<file path="src/hw/rtl/mcbc_pkg.sv">
// Shared types and constants for the mip chain budget cursor.
package mcbc_pkg;

  localparam int unsigned SideW    = 15;  // width of a configured side
  localparam int unsigned LvlW     = 4;   // level cursor and level count
  localparam int unsigned BudgetW  = 32;
  localparam int unsigned SpentW   = BudgetW + 1;
  localparam int unsigned RowOutW  = 13;
  localparam int unsigned ProdW    = 2 * SideW;
  localparam int unsigned CfgIdxW  = 1;

  localparam int unsigned DefaultMaxDimension = 16384;
  localparam int unsigned DefaultMinLevelSide = 4;

  localparam logic [CfgIdxW-1:0] RegSrcWidth  = 1'b0;
  localparam logic [CfgIdxW-1:0] RegSrcHeight = 1'b1;

  localparam logic OpAdvance = 1'b0;  // walk the cursor within the budget
  localparam logic OpReset   = 1'b1;  // cursor back to level 0, row 0

  typedef enum logic [3:0] {
    S_IDLE,
    S_LEVEL,
    S_AREA,
    S_CMP,
    S_DIV,
    S_QSEL,
    S_APPLY,
    S_COMMIT,
    S_DONE
  } state_e;

  typedef struct packed {
    logic load;      // item accepted
    logic setup;     // latch level geometry, start area product
    logic area;      // charge area, start row cost product
    logic cmp;       // pick rows directly or seed the divider
    logic div_step;  // one quotient bit
    logic qsel;      // rows from quotient
    logic apply;     // row cost product
    logic commit;    // update cursor and spent
    logic res_load;  // capture result
  } cmd_t;

  typedef struct packed {
    logic lvl_ok;    // level cursor below level count
    logic need_div;  // budget covers only part of the level
    logic div_last;  // final divider step
    logic walk_end;  // spent reaches budget after this commit
  } status_t;

endpackage

</file>
<file path="src/hw/rtl/mcbc_ctrl.sv">
// Sequencer for the level walk of the mip chain budget cursor.
module mcbc_ctrl (
  input  logic                clk_i,
  input  logic                rst_ni,
  input  logic                start,
  input  logic                op_i,
  input  mcbc_pkg::status_t   status_i,
  output mcbc_pkg::cmd_t      cmd_o,
  output logic                busy
);

  mcbc_pkg::state_e state_q, state_d;

  always_ff @(posedge clk_i or negedge rst_ni) begin
    if (!rst_ni) begin
      state_q <= mcbc_pkg::S_IDLE;
    end else begin
      state_q <= state_d;
    end
  end

  always_comb begin
    state_d = state_q;
    cmd_o   = '0;
    unique case (state_q)
      mcbc_pkg::S_IDLE: begin
        if (start) begin
          cmd_o.load = 1'b1;
          state_d    = (op_i == mcbc_pkg::OpReset) ? mcbc_pkg::S_DONE : mcbc_pkg::S_LEVEL;
        end
      end
      mcbc_pkg::S_LEVEL: begin
        if (status_i.lvl_ok) begin
          cmd_o.setup = 1'b1;
          state_d     = mcbc_pkg::S_AREA;
        end else begin
          state_d = mcbc_pkg::S_DONE;
        end
      end
      mcbc_pkg::S_AREA: begin
        cmd_o.area = 1'b1;
        state_d    = mcbc_pkg::S_CMP;
      end
      mcbc_pkg::S_CMP: begin
        cmd_o.cmp = 1'b1;
        state_d   = status_i.need_div ? mcbc_pkg::S_DIV : mcbc_pkg::S_APPLY;
      end
      mcbc_pkg::S_DIV: begin
        cmd_o.div_step = 1'b1;
        if (status_i.div_last) begin
          state_d = mcbc_pkg::S_QSEL;
        end
      end
      mcbc_pkg::S_QSEL: begin
        cmd_o.qsel = 1'b1;
        state_d    = mcbc_pkg::S_APPLY;
      end
      mcbc_pkg::S_APPLY: begin
        cmd_o.apply = 1'b1;
        state_d     = mcbc_pkg::S_COMMIT;
      end
      mcbc_pkg::S_COMMIT: begin
        cmd_o.commit = 1'b1;
        state_d      = status_i.walk_end ? mcbc_pkg::S_DONE : mcbc_pkg::S_LEVEL;
      end
      mcbc_pkg::S_DONE: begin
        cmd_o.res_load = 1'b1;
        state_d        = mcbc_pkg::S_IDLE;
      end
      default: begin
        state_d = mcbc_pkg::S_IDLE;
      end
    endcase
  end

  assign busy = (state_q != mcbc_pkg::S_IDLE);

endmodule

</file>
<file path="src/hw/rtl/mcbc_datapath.sv">
// Registers, level geometry, multipliers and restoring divider of the cursor.
module mcbc_datapath #(
  parameter int unsigned MAX_DIMENSION  = mcbc_pkg::DefaultMaxDimension,
  parameter int unsigned MIN_LEVEL_SIDE = mcbc_pkg::DefaultMinLevelSide
) (
  input  logic                                clk_i,
  input  logic                                rst_ni,
  input  logic                                cfg_we_i,
  input  logic [mcbc_pkg::CfgIdxW-1:0]        cfg_idx_i,
  input  logic [mcbc_pkg::SideW-1:0]          cfg_data_i,
  input  logic                                op_i,
  input  logic [mcbc_pkg::BudgetW-1:0]        budget_pixels_i,
  input  mcbc_pkg::cmd_t                      cmd_i,
  output mcbc_pkg::status_t                   status_o,
  output logic                                done_o,
  output logic [mcbc_pkg::LvlW-1:0]           level_index_o,
  output logic [mcbc_pkg::RowOutW-1:0]        row_index_o,
  output logic                                work_remains_o,
  output logic [mcbc_pkg::BudgetW-1:0]        pixels_spent_o
);

  localparam int unsigned SideW    = mcbc_pkg::SideW;
  localparam int unsigned SideMax  = (1 << SideW) - 1;
  localparam int unsigned ClampMax = (MAX_DIMENSION < SideMax) ? MAX_DIMENSION : SideMax;
  localparam int unsigned RowW     = (ClampMax / 2 > 1) ? $clog2(ClampMax / 2) : 1;
  localparam int unsigned CntW     = $clog2(SideW);
  localparam int unsigned DimW     = SideW + 2;
  localparam logic [DimW-1:0]      MaxDim  = DimW'(MAX_DIMENSION);
  localparam logic [SideW-1:0]     MinSide = SideW'(MIN_LEVEL_SIDE);
  localparam logic [CntW-1:0]      CntLast = CntW'(SideW - 1);

  logic [SideW-1:0] src_w_q, src_h_q;
  logic [mcbc_pkg::LvlW-1:0] lvl_q;
  logic [RowW-1:0] row_q;
  logic [mcbc_pkg::BudgetW-1:0] budget_q;
  logic [mcbc_pkg::SpentW-1:0] spent_q;
  logic [SideW-1:0] ow_q, oh_q, left_q, take_q, rem_q, dvd_q, quo_q;
  logic [mcbc_pkg::ProdW-1:0] area_q, prod_q, cost_q;
  logic [CntW-1:0] cnt_q;
  logic done_q, wr_q;
  logic [mcbc_pkg::LvlW-1:0] lvl_out_q;
  logic [mcbc_pkg::RowOutW-1:0] row_out_q;
  logic [mcbc_pkg::BudgetW-1:0] spent_out_q;

  // clamped sides and level count
  logic [SideW-1:0] w, h, lw, lh, ow, oh, left;
  logic [SideW-1:0] lvl_flags;
  logic [mcbc_pkg::LvlW-1:0] levels;
  logic [SideW-1:0] row_wide;

  assign w = ({2'b00, src_w_q} > MaxDim) ? MaxDim[SideW-1:0] : src_w_q;
  assign h = ({2'b00, src_h_q} > MaxDim) ? MaxDim[SideW-1:0] : src_h_q;

  always_comb begin
    for (int k = 0; k < SideW; k++) begin
      lvl_flags[k] = ((w >> k) >= MinSide) && ((h >> k) >= MinSide);
    end
  end
  assign levels = mcbc_pkg::LvlW'($countones(lvl_flags));

  assign lw       = w >> lvl_q;
  assign lh       = h >> lvl_q;
  assign ow       = lw >> 1;
  assign oh       = lh >> 1;
  assign row_wide = SideW'(row_q);
  assign left     = (oh > row_wide) ? oh - row_wide : '0;

  // remaining budget and row selection
  logic over;
  logic [mcbc_pkg::BudgetW-1:0] remain;
  assign over   = spent_q >= {1'b0, budget_q};
  assign remain = budget_q - spent_q[mcbc_pkg::BudgetW-1:0];

  // for zero-width rows the budget is divided by 1 instead of 0; such rows cost nothing
  logic [SideW-1:0] ow_div;
  assign ow_div = (ow_q != '0) ? ow_q : SideW'(1);

  // one restoring divider step
  logic [SideW:0] trial;
  logic           ge;
  logic [SideW:0] trial_sub;
  assign trial     = {rem_q, dvd_q[SideW-1]};
  assign ge        = trial >= {1'b0, ow_div};
  assign trial_sub = trial - {1'b0, ow_div};

  // commit step
  logic [SideW:0] row_sum;
  logic [mcbc_pkg::SpentW-1:0] spent_n;
  assign row_sum = {1'b0, row_wide} + {1'b0, take_q};
  assign spent_n = spent_q + mcbc_pkg::SpentW'(cost_q);

  logic [RowW+mcbc_pkg::RowOutW-1:0] row_ext;
  assign row_ext = (RowW + mcbc_pkg::RowOutW)'(row_q);

  assign status_o.lvl_ok   = lvl_q < levels;
  assign status_o.need_div = !over && (remain < mcbc_pkg::BudgetW'(prod_q));
  assign status_o.div_last = cnt_q == CntLast;
  assign status_o.walk_end = spent_n >= {1'b0, budget_q};

  always_ff @(posedge clk_i or negedge rst_ni) begin
    if (!rst_ni) begin
      src_w_q <= '0;
      src_h_q <= '0;
      lvl_q   <= '0;
      row_q   <= '0;
      done_q  <= 1'b0;
    end else begin
      done_q <= cmd_i.res_load;
      if (cfg_we_i) begin
        unique case (cfg_idx_i)
          mcbc_pkg::RegSrcWidth:  src_w_q <= cfg_data_i;
          mcbc_pkg::RegSrcHeight: src_h_q <= cfg_data_i;
          default: ;
        endcase
      end
      if (cmd_i.load && (op_i == mcbc_pkg::OpReset)) begin
        lvl_q <= '0;
        row_q <= '0;
      end
      if (cmd_i.commit) begin
        if (row_sum >= {1'b0, oh_q}) begin
          lvl_q <= lvl_q + 1'b1;
          row_q <= '0;
        end else begin
          row_q <= row_sum[RowW-1:0];
        end
      end
    end
  end

  always_ff @(posedge clk_i) begin
    if (cmd_i.load) begin
      budget_q <= budget_pixels_i;
      spent_q  <= '0;
    end
    if (cmd_i.setup) begin
      ow_q   <= ow;
      oh_q   <= oh;
      left_q <= left;
      area_q <= lw * lh;
    end
    if (cmd_i.area) begin
      if (row_q == '0) begin
        spent_q <= spent_q + mcbc_pkg::SpentW'(area_q);
      end
      prod_q <= left_q * ow_div;
    end
    if (cmd_i.cmp) begin
      // quotient stays below left, so the top dividend bits sit below ow
      rem_q <= remain[mcbc_pkg::ProdW-1:SideW];
      dvd_q <= remain[SideW-1:0];
      cnt_q <= '0;
      if (over) begin
        take_q <= (left_q != '0) ? SideW'(1) : '0;
      end else begin
        take_q <= left_q;
      end
    end
    if (cmd_i.div_step) begin
      rem_q <= ge ? trial_sub[SideW-1:0] : trial[SideW-1:0];
      dvd_q <= dvd_q << 1;
      quo_q <= {quo_q[SideW-2:0], ge};
      cnt_q <= cnt_q + 1'b1;
    end
    if (cmd_i.qsel) begin
      take_q <= (quo_q == '0) ? SideW'(1) : quo_q;
    end
    if (cmd_i.apply) begin
      cost_q <= take_q * ow_q;
    end
    if (cmd_i.commit) begin
      spent_q <= spent_n;
    end
    if (cmd_i.res_load) begin
      lvl_out_q   <= lvl_q;
      row_out_q   <= row_ext[mcbc_pkg::RowOutW-1:0];
      wr_q        <= lvl_q < levels;
      spent_out_q <= spent_q[mcbc_pkg::SpentW-1] ? '1 : spent_q[mcbc_pkg::BudgetW-1:0];
    end
  end

  assign done_o         = done_q;
  assign level_index_o  = lvl_out_q;
  assign row_index_o    = row_out_q;
  assign work_remains_o = wr_q;
  assign pixels_spent_o = spent_out_q;

endmodule

</file>
<file path="src/hw/rtl/mip_chain_budget_cursor.sv">
// Top level of the mip chain budget cursor: controller plus datapath.
// A reset item goes straight to its result; an advance works level step by level step,
//   running the divider for each step whose budget covers only part of a level.
// Throughput: one item at a time; a new item is taken in the cycle done_o is high.
// Results are strobed on done_o for one cycle; the receiver cannot stall.
// Reset (rst_ni low, async) clears the cursor, the size registers and the sequencer.
module mip_chain_budget_cursor #(
  parameter int unsigned MAX_DIMENSION  = mcbc_pkg::DefaultMaxDimension,
  parameter int unsigned MIN_LEVEL_SIDE = mcbc_pkg::DefaultMinLevelSide
) (
  input  logic                          clk_i,
  input  logic                          rst_ni,
  input  logic                          cfg_we_i,
  input  logic [mcbc_pkg::CfgIdxW-1:0]  cfg_idx_i,
  input  logic [mcbc_pkg::SideW-1:0]    cfg_data_i,
  input  logic                          start,
  output logic                          busy,
  input  logic                          op_i,
  input  logic [mcbc_pkg::BudgetW-1:0]  budget_pixels_i,
  output logic                          done_o,
  output logic [mcbc_pkg::LvlW-1:0]     level_index_o,
  output logic [mcbc_pkg::RowOutW-1:0]  row_index_o,
  output logic                          work_remains_o,
  output logic [mcbc_pkg::BudgetW-1:0]  pixels_spent_o
);

  mcbc_pkg::cmd_t    cmd;
  mcbc_pkg::status_t status;

  mcbc_ctrl u_ctrl (
    .clk_i    (clk_i),
    .rst_ni   (rst_ni),
    .start    (start),
    .op_i     (op_i),
    .status_i (status),
    .cmd_o    (cmd),
    .busy     (busy)
  );

  mcbc_datapath #(
    .MAX_DIMENSION  (MAX_DIMENSION),
    .MIN_LEVEL_SIDE (MIN_LEVEL_SIDE)
  ) u_dp (
    .clk_i           (clk_i),
    .rst_ni          (rst_ni),
    .cfg_we_i        (cfg_we_i),
    .cfg_idx_i       (cfg_idx_i),
    .cfg_data_i      (cfg_data_i),
    .op_i            (op_i),
    .budget_pixels_i (budget_pixels_i),
    .cmd_i           (cmd),
    .status_o        (status),
    .done_o          (done_o),
    .level_index_o   (level_index_o),
    .row_index_o     (row_index_o),
    .work_remains_o  (work_remains_o),
    .pixels_spent_o  (pixels_spent_o)
  );

endmodule

</file>
<file path="config.mk">
export PLATFORM = sky130hd
export DESIGN_NAME = mip_chain_budget_cursor
export DESIGN_NICKNAME = d
export VERILOG_FILES = /design/src/hw/rtl/mcbc_pkg.sv /design/src/hw/rtl/mcbc_ctrl.sv /design/src/hw/rtl/mcbc_datapath.sv /design/src/hw/rtl/mip_chain_budget_cursor.sv
export SDC_FILE = /design/constraint.sdc
export NUM_CORES = 2
export LEC_CHECK = 0
export BUFFER_PORTS_ARGS = -buffer_cell sky130_fd_sc_hd__buf_2
export CORE_MARGIN = 5
export CORE_UTILIZATION = 70
export DETAILED_ROUTE_END_ITERATION = 8
export PLACE_DENSITY_LB_ADDON = 0.12
export SLEW_MARGIN = 40
export SYNTH_ARGS = -nofsm -noshare
export SYNTH_HDL_FRONTEND = slang
export SYNTH_SLANG_ARGS = --single-unit
</file>
<file path="constraint.sdc">
create_clock -name clk_i -period 21.3 [get_ports clk_i]
set_input_delay 2.13 -clock clk_i [delete_from_list [all_inputs] [get_ports clk_i]]
set_output_delay 2.13 -clock clk_i [all_outputs]
set_load 0.1 [all_outputs]
</file>
# Word level (Yosys, flattened, before mapping)
# Index checks and enable logic that the tools add are counted.
op_classes:
  n_eq_ne: 11
  n_reduce_logical: 30
  addsub: 22
  muxes: 43
  bitwise: 1
  n_shift: 2
  mul: 3
  n_lt_le_gt_ge: 39
op_table:
  columns: ["cell", "count"]
  rows:
  - ["$mux W15", 11]
  - ["$mux W33", 4]
  - ["$add A33 B30 Y33", 2]
  - ["$ge A33 B32 Y1", 2]
  - ["$mul A15 B15 Y30", 2]
  - ["$mux W4", 10]
  - ["$mux W13", 3]
  - ["$ge A16 B14 Y1", 2]
  - ["$lt A32 B30 Y1", 1]
  - ["$pmux W4 S8", 1]
  - ["$sub A32 B32 Y32", 1]
  - ["$ge A15 B3 Y1 const B", 2]
  - ["$gt A15 B15 Y1 const B", 2]
  - ["$reduce_bool A15 Y1", 2]
  - ["$shr A15 B4 Y15", 2]
  - ["$mul A15 B14 Y29", 1]
  - ["$ge A14 B3 Y1 const B", 2]
  - ["$ge A13 B3 Y1 const B", 2]
  - ["$add A4 B4 Y4", 6]
  - ["$ge A12 B3 Y1 const B", 2]
  - ["$ge A11 B3 Y1 const B", 2]
  - ["$ge A10 B3 Y1 const B", 2]
  - ["$ge A9 B3 Y1 const B", 2]
  - ["$logic_and A1 B1 Y1", 17]
  - ["other kinds (32)", 68]
totals:
  wordCells: 175
  in_bits: 53
  regBits: 364
  out_inout_bits: 52

# Depth between registers and ports, before layout
depth:
  depth_word: 11
  depth_mapped: 35
  mapped_depth_nobuf: 34

# By module
# From an unflattened synthesis, not the netlist that was laid out.
unflattened:
  cells_unflattened: 4750
  area_unflattened_um2: 44455.1
by_module_without_submodules:
  columns: ["mod", "area_per_inst_um2", "cells_per_inst", "n_inst"]
  rows:
  - ["mcbc_datapath", 44087.3, 4710, 1]
  - ["mcbc_ctrl", 367.9, 40, 1]

# Least setup slack after synthesis
# OpenSTA, ideal clock, no wires.
synth_path:
  path_type: "flip-flop to flip-flop"
  from: "reg u_dp.lvl_q[0] in the netlist's numbering"
  to: "reg u_dp.area_q[28] in the netlist's numbering (data pin)"
  path_buffers: 5
  setup_ps: 258
  path_stages_with_launch: 34
  arrival_ps: 8130
  required_ps: 21042
  slack_ps: 12912
  synth_period_minus_slack_ps: 8388
  path_cell_list: "dfrtp_1 clkbuf_1 buf_2 buf_2 clkbuf_1 a21oi_1 nand2_1 o21ai_1 inv_1 a21oi_1 nor2_1 clkbuf_1 nand2_1 fa_1 fa_1 fa_1 inv_1 fa_1 fa_1 inv_1 fa_1 inv_1 ha_1 nand4_1 a211oi_1 a211oi_2 o22ai_1 or4_4 a31oi_4 o21ai_2 a2111o_1 a31o_1 a21oi_2 xnor2_1"
synth_between:
  elab_chain_len: 2
  word_cells_on_any_way: 3
  cone_classes: "mul (1); shift (2)"
synth_lines:
  columns: ["item", "line_no", "text"]
  rows:
  - ["start, declared", "mcbc_datapath.sv:33", "logic [mcbc_pkg::LvlW-1:0] lvl_q;"]
  - ["start signal, assigned", "mcbc_datapath.sv:122", "lvl_q <= lvl_q + 1'b1;"]
  - ["$shr A15 B4 Y15", "mcbc_datapath.sv:62", "assign lh = h >> lvl_q;"]
  - ["named net u_dp.lh[7]", "mcbc_datapath.sv:46", "logic [SideW-1:0] w, h, lw, lh, ow, oh, left;"]
  - ["$mul A15 B15 Y30", "mcbc_datapath.sv:140", "area_q <= lw * lh;"]
  - ["end signal, assigned", "mcbc_datapath.sv:140", null]
  - ["end, declared", "mcbc_datapath.sv:38", "logic [mcbc_pkg::ProdW-1:0] area_q, prod_q, cost_q;"]
# The timed path passes the listed nets, and every way through them passes these cells.
# A chain may end at the register's enable or synchronous reset.

# Worst setup path in the final report
layout_path:
  from: "reg u_dp.lvl_q[1] in the netlist's numbering"
  to: "reg u_dp.area_q[28] in the netlist's numbering (data pin)"
layout_between:
  elab_chain_len: 2
  word_cells_on_any_way: 3
  cone_classes: "mul (1); shift (2)"
layout_lines:
  columns: ["item", "line_no"]
  rows:
  - ["$shr A15 B4 Y15 (on tied branches)", "mcbc_datapath.sv:61, mcbc_datapath.sv:62"]
  - ["$mul A15 B15 Y30 (*)", "mcbc_datapath.sv:140"]
# Every way passes the cells marked *; elsewhere a longest branch is shown, timed or not.

==> results.ini <==
[drt]
drt-total-wl_um=124000
routedWlPerCell_um=21.9
dr.pass1.iters=8
num_vias=34956
ant_nets=0
drc=0
drt_iter0_markers=3267
viasPerCell=6.17

[clock_tree]
clockBufferDepth=3
htreeDepth=2
clk_latency_ps=600
root_buffer=clkbuf_16
numCtsBuffers=42
cts.sinks=363
post_cts_buffers=0
tritoncts=done
ctsHoldBuffers=0
cts.clk_slew.worst_paths_ps=70
cts_resized=0

[yosys]
synthAdderAreaFrac_pct=37.2
avgSynthCellArea_um2=9.37
async_reset_ff_share_pct=14.3
ys_warn_count=0
netlist_area_mm2=0.0443
synth-simple-area-share_pct=14.7
synth_edf_count=277
synth.net_count=5810
synth_top_family_by_area=adder cells
yosysUniqueCellTypes=81
synth_compound_area_share_pct=11.8
synthXorXnorAreaFrac_pct=3.80
synth_ff_type=edfxtp_1
netlist_instances=4731
ys_seq_elements=363
ys_seq_area_share_pct=23.2
synth_mux_area_share_pct=1.84

[floorplanning]
fp.dieW_um=262
die_area_mm2=0.0684
fp.dieH_um=262
io_pins=105
start_util_pct=70.5
core_area_mm2=0.0629
rows=92

[hold_path]
hold_class=register to register

[worst_setup_path]
critical_path_class=register to register
critPathSlowestCell=clkinv_1
cp_slowest_stage_delay_ps=590
crit_path_start_kind=register
cp_max_fo=50
end_kind=register
worstPathRequired_ps=21630
crit_arrival_ps=9740

[sta]
fin_worst_skew_ps=35.4
setup_viol=0
max_freq_mhz=106
worst_pin_slew_ps=895
relSlewSlack_pct=39.5
hold_viol_final=0
fin_tns_setup_ps=0
fin_crit_ps=9410
fin_hold_ws_ps=460
rsz0062_at_grt=false
fin_crit_sh_pct=44.2
slew_viol_final=0

[layout]
layout.nets=5861
syn_to_final_growth_pct=6.58
fin_util_pct=75.1
drive_gt1_share_pct=7.10
final_common_cell=inv_1
final_cell_mix=701 x inv_1, 538 x ha_1, 534 x nand2_1
final_area_mm2=0.0472

[grt]
antenna_found_initial=1
grtUsageTotal_pct=36.7
grt_max_degree=59
grt_pass1_vias=35269
grt_pass1_wl_um=196000
grt_overflow=0

[placement]
portBuffers=104
hpwl_um=95500
gp_congestion=1.00
placed_area_mm2=0.0458

[status]
status=finished, final reports clean

[job]
drv_cap=0

-- cell usage after synthesis, types with 27 or more instances --
cell type,count,area share [%]
o21a_1,34,0.58
clkbuf_1,146,1.2
mux2i_1,34,0.77
o21ai_0,101,1.1
nor2b_1,46,0.65
a21o_1,143,2.4
a31oi_1,42,0.59
mux2_2,39,0.99
edfxtp_1,277,19
inv_1,701,5.9
xnor2_1,135,2.7
dfrtp_1,52,2.9
nor3_1,71,0.80
ha_1,538,15
dfxtp_1,34,1.5
nand2_1,534,4.5
a211oi_1,27,0.46
nand2b_1,51,0.72
a22o_1,29,0.57
nand4_1,28,0.40
xor2_1,57,1.1
or2_2,40,0.56
o21ai_1,56,0.63
nand3_1,49,0.55
fa_1,488,22
nor2_1,301,2.6
a21oi_1,235,2.7
and2_1,181,2.6
-- sequential cells by signal, indices dropped and copies added, names as in the netlist --
register,count
u_ctrl.state_q,4
u_dp.area_q,30
u_dp.budget_q,32
u_dp.cnt_q,4
u_dp.cost_q,29
u_dp.done_o,1
u_dp.dvd_q,15
u_dp.left_q,15
u_dp.level_index_o,4
u_dp.lvl_q,4
u_dp.oh_q,14
u_dp.ow_q,14
u_dp.pixels_spent_o,32
u_dp.prod_q,30
u_dp.quo_q,15
u_dp.rem_q,15
u_dp.row_index_o,13
u_dp.row_q,13
u_dp.spent_q,33
u_dp.src_h_q,15
u_dp.src_w_q,15
u_dp.take_q,15
u_dp.work_remains_o,1
-- area by class of cell --
class / count / area (um^2)
Multi-Input combinational cell: 3491 / 30800
Fill cell: 4644 / 15600
Sequential cell: 363 / 10300
Inverter: 721 / 2710
Clock buffer: 53 / 1100
Tap cell: 846 / 1060
Timing Repair Buffer: 163 / 1000
Clock inverter: 24 / 256
Antenna cell: 2 / 5.00
-- critical path: cells and delay by family (launching register included) --
family                   cells  cell delay (ps)
AO/OA/AOI/OAI               11             2820
AND/OR/NAND/NOR              4              790
flip-flops                   1              320
XOR/XNOR                     1               70
buffers and inverters        8             1320
multiplexers                 1              360
adder cells (fa/ha/maj)      7             3450
-- worst paths after layout --
check | slack [ps] | depth (start not counted) | endpoint | startpoint
max in group asynchronous | 19110 | 2 | u_dp.row_q[11]$_DFFE_PN0P_ | rst_ni
min in group asynchronous | 1680 | 2 | u_dp.src_h_q[13]$_DFFE_PN0P_ | rst_ni
worst min-delay path | 460 | 0 | u_dp.quo_q[7]$_DFFE_PP_ | u_dp.quo_q[6]$_DFFE_PP_
worst max register to register | 11890 | 32 | u_dp.area_q[28]$_DFFE_PP_ | u_dp.lvl_q[1]$_DFF_PN0_
worst min register to register | 460 | 0 | u_dp.quo_q[7]$_DFFE_PP_ | u_dp.quo_q[6]$_DFFE_PP_
worst max-delay path | 11890 | 32 | u_dp.area_q[28]$_DFFE_PP_ | u_dp.lvl_q[1]$_DFF_PN0_
-- metrics by stage --
step	worst slack, ps	std cells
floorplan	12910	4731
global placement	12020	5580
detailed placement	12030	5583
CTS	12010	5660
global route	11310	5661
finish	11890	5663
-- logic make-up after synthesis --
group,Yosys count
DFF,363
adders and majority gates,1026
xor gates and xnor gates,192
muxes,75
AOI/OAI and AO/OA,809
buffers and inverters,877
and+or+nand+nor,1389
-- per-layer routing --
| metal | vias to the layer above | GRT usage [%] | wire [um] |
|---|---|---|---|
| li1 | 15822 | - | - |
| met1 | 16855 | 50.1 | 49000 |
| met2 | 1825 | 57.5 | 55000 |
| met3 | 452 | 6.74 | 12300 |
| met4 | 2 | 17.1 | 7610 |
| met5 | - | 0 | 13 |
Power is not shown: default switching activity piles up to over one toggle a cycle in this logic, so the estimate is an artifact.
